==> config.mk <==
export PLATFORM = sky130hd
export DESIGN_NAME = vector2_normalize_core
export DESIGN_NICKNAME = d
export VERILOG_FILES = /design/src/rtl/v2n_pkg.sv /design/src/rtl/vector2_normalize_core.sv /design/src/rtl/v2n_sqrt.sv /design/src/rtl/v2n_div.sv
export SDC_FILE = /design/constraint.sdc
export NUM_CORES = 2
export LEC_CHECK = 0
export ABC_CLOCK_PERIOD_IN_PS = 10450
export BUFFER_PORTS_ARGS = -buffer_cell sky130_fd_sc_hd__buf_4
export CORE_MARGIN = 3
export CORE_UTILIZATION = 40
export DETAILED_ROUTE_END_ITERATION = 12
export PLACE_DENSITY = 0.55
export REMOVE_ABC_BUFFERS = 1
export SETUP_SLACK_MARGIN = 0.15
export SYNTH_ARGS = -nofsm -noshare
export SYNTH_HDL_FRONTEND = slang
export SYNTH_SLANG_ARGS = --single-unit
==> constraint.sdc <==
create_clock -name i_clk -period 10.45 [get_ports i_clk]
set_clock_uncertainty 0.2 [all_clocks]
set_input_delay 2.09 -clock i_clk [delete_from_list [all_inputs] [get_ports i_clk]]
set_output_delay 2.09 -clock i_clk [all_outputs]
set_load 0.01 [all_outputs]
==> src/rtl/v2n_pkg.sv <==
// package for the 2d vector normalise core
// widths and shared types; no dependencies
`timescale 1ns / 1ps
`default_nettype none
package v2n_pkg;
    localparam int COMP_W = 16;
    localparam int SQ_W   = 32;
    localparam int LEN_W  = 16;
    localparam int NUM_W  = 31;   // |component| * 16384 fits in 31 bits
    localparam int QUO_W  = 15;   // quotient magnitude up to 16384

    typedef logic signed [COMP_W-1:0] t_comp;
    typedef logic [LEN_W-1:0] t_len;
endpackage
`default_nettype wire

==> src/rtl/vector2_normalize_core.sv <==
// top level of the 2d vector normalise core
// squares stage, v2n_sqrt and v2n_div; depends on v2n_pkg
//
// channel  | direction | handshake          | payload
// request  | in        | start / busy       | i_vec_x, i_vec_y
// result   | out       | o_done strobe      | o_vec_length, o_dir_x, o_dir_y
//
// one request per cycle; busy is always low
// pipeline: squaring register, sum register, 16 square root stages, 15 divider stages
// synchronous active-low reset clears only the valid bits
// results cannot be stalled, each shows for one cycle
`timescale 1ns / 1ps
`default_nettype none
module vector2_normalize_core (
    input  wire logic                  i_clk,
    input  wire logic                  i_rst_n,
    input  wire logic                  start,
    output logic                       busy,
    input  wire v2n_pkg::t_comp        i_vec_x,
    input  wire v2n_pkg::t_comp        i_vec_y,
    output logic                       o_done,
    output v2n_pkg::t_len              o_vec_length,
    output v2n_pkg::t_comp             o_dir_x,
    output v2n_pkg::t_comp             o_dir_y
);
    import v2n_pkg::*;

    logic          r_v0, r_v1;
    t_comp         r_x0, r_y0, r_x1, r_y1;
    logic [31:0]   r_xx, r_yy, r_sq;
    logic          s_v;
    t_len          s_len;
    t_comp         s_x, s_y;

    assign busy = 1'b0;

    always_ff @(posedge i_clk) begin
        if (!i_rst_n) begin
            r_v0 <= 1'b0;
            r_v1 <= 1'b0;
        end else begin
            r_v0 <= start;
            r_v1 <= r_v0;
        end
        r_x0 <= i_vec_x;
        r_y0 <= i_vec_y;
        r_xx <= 32'($signed(i_vec_x) * $signed(i_vec_x));
        r_yy <= 32'($signed(i_vec_y) * $signed(i_vec_y));
        r_x1 <= r_x0;
        r_y1 <= r_y0;
        r_sq <= r_xx + r_yy;
    end

    v2n_sqrt u_sqrt (
        .i_clk   (i_clk),
        .i_rst_n (i_rst_n),
        .i_valid (r_v1),
        .i_sq    (r_sq),
        .i_x     (r_x1),
        .i_y     (r_y1),
        .o_valid (s_v),
        .o_len   (s_len),
        .o_x     (s_x),
        .o_y     (s_y)
    );

    v2n_div u_div (
        .i_clk   (i_clk),
        .i_rst_n (i_rst_n),
        .i_valid (s_v),
        .i_len   (s_len),
        .i_x     (s_x),
        .i_y     (s_y),
        .o_valid (o_done),
        .o_len   (o_vec_length),
        .o_dir_x (o_dir_x),
        .o_dir_y (o_dir_y)
    );
endmodule
`default_nettype wire

==> src/rtl/v2n_sqrt.sv <==
// pipelined restoring square root, one result bit per stage
// depends on v2n_pkg
`timescale 1ns / 1ps
`default_nettype none
module v2n_sqrt (
    input  wire logic                 i_clk,
    input  wire logic                 i_rst_n,
    input  wire logic                 i_valid,
    input  wire logic [31:0]          i_sq,
    input  wire v2n_pkg::t_comp       i_x,
    input  wire v2n_pkg::t_comp       i_y,
    output logic                      o_valid,
    output v2n_pkg::t_len             o_len,
    output v2n_pkg::t_comp            o_x,
    output v2n_pkg::t_comp            o_y
);
    import v2n_pkg::*;
    localparam int N = LEN_W;

    logic          r_v   [N+1];
    logic [31:0]   r_rem [N+1];
    logic [N-1:0]  r_res [N+1];
    t_comp         r_x   [N+1];
    t_comp         r_y   [N+1];

    always_comb begin
        r_v[0]   = i_valid;
        r_rem[0] = i_sq;
        r_res[0] = '0;
        r_x[0]   = i_x;
        r_y[0]   = i_y;
    end

    for (genvar s = 0; s < N; s++) begin : g_st
        localparam int B = N - 1 - s;
        logic [33:0] n_trial;
        logic [33:0] n_remw;
        always_comb begin
            n_trial = ({18'd0, r_res[s]} << (B + 1)) | (34'd1 << (2 * B));
            n_remw  = {2'b00, r_rem[s]};
        end
        always_ff @(posedge i_clk) begin
            if (!i_rst_n) begin
                r_v[s+1] <= 1'b0;
            end else begin
                r_v[s+1] <= r_v[s];
            end
            r_x[s+1] <= r_x[s];
            r_y[s+1] <= r_y[s];
            if (n_remw >= n_trial) begin
                r_rem[s+1] <= 32'(n_remw - n_trial);
                r_res[s+1] <= r_res[s] | (N'(1) << B);
            end else begin
                r_rem[s+1] <= r_rem[s];
                r_res[s+1] <= r_res[s];
            end
        end
    end

    assign o_valid = r_v[N];
    assign o_len   = r_res[N];
    assign o_x     = r_x[N];
    assign o_y     = r_y[N];
endmodule
`default_nettype wire

==> src/rtl/v2n_div.sv <==
// pipelined restoring divider for both direction components
// depends on v2n_pkg
`timescale 1ns / 1ps
`default_nettype none
module v2n_div (
    input  wire logic               i_clk,
    input  wire logic               i_rst_n,
    input  wire logic               i_valid,
    input  wire v2n_pkg::t_len      i_len,
    input  wire v2n_pkg::t_comp     i_x,
    input  wire v2n_pkg::t_comp     i_y,
    output logic                    o_valid,
    output v2n_pkg::t_len           o_len,
    output v2n_pkg::t_comp          o_dir_x,
    output v2n_pkg::t_comp          o_dir_y
);
    import v2n_pkg::*;
    localparam int Q = QUO_W;

    logic            r_v  [Q+1];
    t_len            r_len[Q+1];
    logic [NUM_W-1:0] r_nx [Q+1];
    logic [NUM_W-1:0] r_ny [Q+1];
    logic [Q-1:0]    r_qx [Q+1];
    logic [Q-1:0]    r_qy [Q+1];
    logic            r_sx [Q+1];
    logic            r_sy [Q+1];

    logic [COMP_W:0] n_ax, n_ay;
    always_comb begin
        n_ax = i_x[COMP_W-1] ? 17'(-{i_x[COMP_W-1], i_x}) : {1'b0, i_x};
        n_ay = i_y[COMP_W-1] ? 17'(-{i_y[COMP_W-1], i_y}) : {1'b0, i_y};
        r_v[0]   = i_valid;
        r_len[0] = i_len;
        r_nx[0]  = NUM_W'(n_ax) << 14;
        r_ny[0]  = NUM_W'(n_ay) << 14;
        r_qx[0]  = '0;
        r_qy[0]  = '0;
        r_sx[0]  = i_x[COMP_W-1];
        r_sy[0]  = i_y[COMP_W-1];
    end

    for (genvar s = 0; s < Q; s++) begin : g_st
        localparam int B = Q - 1 - s;
        logic [NUM_W+Q-1:0] n_d;
        always_comb n_d = (NUM_W+Q)'(r_len[s]) << B;
        always_ff @(posedge i_clk) begin
            if (!i_rst_n) begin
                r_v[s+1] <= 1'b0;
            end else begin
                r_v[s+1] <= r_v[s];
            end
            r_len[s+1] <= r_len[s];
            r_sx[s+1]  <= r_sx[s];
            r_sy[s+1]  <= r_sy[s];
            if ((NUM_W+Q)'(r_nx[s]) >= n_d && r_len[s] != '0) begin
                r_nx[s+1] <= NUM_W'((NUM_W+Q)'(r_nx[s]) - n_d);
                r_qx[s+1] <= r_qx[s] | (Q'(1) << B);
            end else begin
                r_nx[s+1] <= r_nx[s];
                r_qx[s+1] <= r_qx[s];
            end
            if ((NUM_W+Q)'(r_ny[s]) >= n_d && r_len[s] != '0) begin
                r_ny[s+1] <= NUM_W'((NUM_W+Q)'(r_ny[s]) - n_d);
                r_qy[s+1] <= r_qy[s] | (Q'(1) << B);
            end else begin
                r_ny[s+1] <= r_ny[s];
                r_qy[s+1] <= r_qy[s];
            end
        end
    end

    assign o_valid = r_v[Q];
    assign o_len   = r_len[Q];
    assign o_dir_x = r_sx[Q] ? COMP_W'(-{1'b0, r_qx[Q]}) : COMP_W'({1'b0, r_qx[Q]});
    assign o_dir_y = r_sy[Q] ? COMP_W'(-{1'b0, r_qy[Q]}) : COMP_W'({1'b0, r_qy[Q]});
endmodule
`default_nettype wire

==> flow_summary.json <==
{
  "status": "completed",
  "nets": 12440,
  "place_ws_ns": 1.088,
  "vias_per_cell": 4.988,
  "wl_met3_um": 9991,
  "setup-tns-final_ns": 0,
  "cp_common_cell": "fa_1",
  "fillers": 25840,
  "routed-wl-met2_um": 128600,
  "grt_antenna_before_repair": 11,
  "p_leak_nw": 57.81,
  "hold_viol": 0,
  "yosysWarnings": 0,
  "hold_class": "reg2reg",
  "synth_cells": 10840,
  "synth_top_area_frac": 0.4487,
  "cp_slowest_cell": "fa_1",
  "synth_seq_cells": 2485,
  "io_pins": 85,
  "wirelength_um": 272900,
  "cp_data_required_time_ns": 10.96,
  "synth_ff_type": "dfxtp_1",
  "worstSetupStartpointType": "primary input",
  "firstDrtPassIters": 6,
  "p_per_area_nw_per_um2": 369.1,
  "ir_drop_v": 0.001045,
  "finalSetupViolations": 0,
  "critPathMaxStageDelay_ns": 0.95,
  "remaining_drc_errors": 0,
  "met1Wirelength_um": 125400,
  "cts_setup_buffers": 0,
  "die_area_um2": 283500,
  "cts_buffer_depth": 4,
  "die_h_um": 532.5,
  "cts_root_buffer": "clkbuf_16",
  "grt_pass1_wl_um": 430000,
  "synth_edf_count": 0,
  "cts_resized": 0,
  "finalPower_w": 0.04620,
  "grt_pass1_vias": 76780,
  "rows": 192,
  "h-tree-depth": 5,
  "post_drt_wl_per_cell_um": 18.24,
  "syn_to_final_growth_pct": 12.91,
  "synth.distinct_cells": 92,
  "cp_top_family": "adder cells",
  "finalCritPeriodShare": 0.8119,
  "fin_crit_ns": 8.484,
  "worstPathArrival_ns": 8.99,
  "tritoncts": "built",
  "drv_cap": 0,
  "yosysSeqAreaShare": 0.4487,
  "numPortBuffers": 83,
  "gp_congestion": 0.8902,
  "overflow": 0,
  "synthArstFlopShare": 0,
  "cts_sinks": 2485,
  "fmax_mhz": 117.9,
  "drt_iter0_drc": 4492,
  "setup_ws_ns": 1.966,
  "critical_path_buf_inv_count": 4,
  "rsz0062_at_grt": "false",
  "grt_max_degree": 35,
  "critPathKind": "in2reg",
  "clkLatencyLatePin_ns": 0.88,
  "grtUsageTotal": 0.1893,
  "synth_top_area_cell": "dfxtp_1",
  "worst_pin_slew_ns": 1.092,
  "holdWs_ns": 0.09497,
  "ant_nets": 0,
  "layout-drive-gt1-share": 0.07720,
  "hpwl_um": 216000,
  "max-slew-margin-rel": 0.2694,
  "chipWidth_um": 532.5,
  "avgSynthCellArea_um2": 10.23,
  "worst-path-max-fanout": 16,
  "drv_slew": 0,
  "path_clk_slew_ns": 0.06,
  "synth_area_leaders": "dfxtp_1 45%, ha_1 9.5%, fa_1 8.9%",
  "cts_made_buffers": 267,
  "routed.top_layer": "met4",
  "vias": 74620,
  "cts_hold_buf": 0,
  "crit_path_end_kind": "flip-flop",
  "coreArea_um2": 274800,
  "initial_core_util": 0.4034,
  "synth_area_um2": 110900,
  "crit_chain": "buf_4 -> inv_1 -> nor2_1 -> fa_1 -> fa_1 -> fa_1 -> fa_1 -> fa_1 -> inv_1 -> fa_1 -> inv_1 -> ha_1 -> a21oi_1 -> o21ai_0 -> nor4_1 -> o31ai_1 -> or4_1 -> a31o_2 -> a21oi_1 -> xnor2_1"
}
[cell type report]
class / instances / area, um^2 / area share
Clock inverter: 107 / 1694 / 0.01353
Sequential cell: 2485 / 49750 / 0.3974
Clock buffer: 367 / 7635 / 0.06099
Antenna cell: 5 / 12.51 / 0.00009995
Multi-Input combinational cell: 6952 / 55950 / 0.4469
Timing Repair Buffer: 115 / 863.3 / 0.006896
Tap cell: 3686 / 4612 / 0.03684
Inverter: 1244 / 4669 / 0.03730
[layer usage]
layer	global-route usage	up-vias
met5	0	-
met4	0.06371	0
met3	0.02047	432
met2	0.3210	1416
met1	0.2509	35740
li1	-	37030
[placed cells by master, fill, tap and decap left out, types with 95 or more instances in the layout]
| master | n |
|---|---|
| a21o_1 | 195 |
| a21oi_1 | 485 |
| clkbuf_16 | 273 |
| buf_4 | 115 |
| xor2_1 | 338 |
| dfxtp_1 | 2485 |
| xnor2_1 | 541 |
| nor4_1 | 191 |
| o21ai_0 | 488 |
| nor2_1 | 582 |
| fa_1 | 494 |
| nor2b_1 | 119 |
| nand4_1 | 117 |
| nand2b_1 | 129 |
| o21a_1 | 121 |
| inv_1 | 1241 |
| ha_1 | 842 |
| nand3_1 | 123 |
| mux2_2 | 221 |
| and2_1 | 153 |
| or3_1 | 95 |
| nor3_1 | 209 |
| nand2_1 | 692 |
[registers in the layout (all words and copies together) (netlist names), 31 cells and up]
name and cells:
r_sq 32, r_xx 31, r_yy 31, u_div.g_st.n_d 224
u_div.r_nx 329, u_div.r_ny 329, u_div.r_qx 120, u_div.r_qy 120
u_sqrt.g_st.n_remw 480, u_sqrt.g_st.n_trial 120, u_sqrt.r_x 240, u_sqrt.r_y 240
[cell families (layout without fill, tap and decap cells)]
kind of cell,count (synthesis),count (layout),share of synthesized area
XOR/XNOR,879,879,0.06944
AND/OR/NAND/NOR,2663,2663,0.1211
flip-flops,2485,2485,0.4487
adder cells (fa/ha/maj),1336,1336,0.1842
AO/OA/AOI/OAI,1833,1833,0.1043
buffers and inverters,1401,1833,0.04780
other,1,6,0.00003382
multiplexers,240,240,0.02439
[power breakdown]
| group | leakage (nW) | total (W) | internal, W | switching [W] |
|---|---|---|---|---|
| registers | 20.7 | 0.0148 | 0.0127 | 0.00214 |
| logic | 32.5 | 0.0215 | 0.00935 | 0.0122 |
| clock network | 4.53 | 0.00985 | 0.00603 | 0.00382 |
| total | 57.8 | 0.0462 | 0.0280 | 0.0182 |
[worst paths after layout]
path	startpoint	endpoint	slack (ns)	cells after the start
worst max-delay path	i_vec_y[15]	r_yy[31]$_DFF_P_	1.97	20
worst min-delay path	u_div.r_sy[13]$_DFF_P_	u_div.r_sy[12]$_DFF_P_	0.09	0
worst max register to register	u_sqrt.o_x[15]$_DFF_P_	u_div.r_nx[454]$_DFF_P_	5.77	13
worst min register to register	u_div.r_sy[13]$_DFF_P_	u_div.r_sy[12]$_DFF_P_	0.09	0
[metrics by stage]
step	cell area, um^2	util	instances
finish	125200	0.4555	14960
global route	125200	0.4555	14960
CTS	125200	0.4555	14960
detailed placement	115800	0.4215	14480
global placement	115800	0.4215	14480
floorplan	110200	-	10680
[synth_stat cells, drive strengths merged, types with 26 or more instances]
library cell and instances:
and3 34, xnor2 541, o31ai 81, xor2 338
nor4 192, nand3b 30, nor3 210, ha 842
a21oi 488, o21a 121, a31oi 50, and2 153
a31o 33, or4 50, a21o 195, nand3 123
and4 26, a21boi 35, nand2 692, clkbuf 140
nand4 117, or3 96, fa 494, nor2 582
dfxtp 2485, o211ai 36, or2 37, o21ai 491
inv 1242, nand2b 129, nor2b 119, mux2 226
o21bai 56, a211oi 60
(Power assumes the default switching activity.)
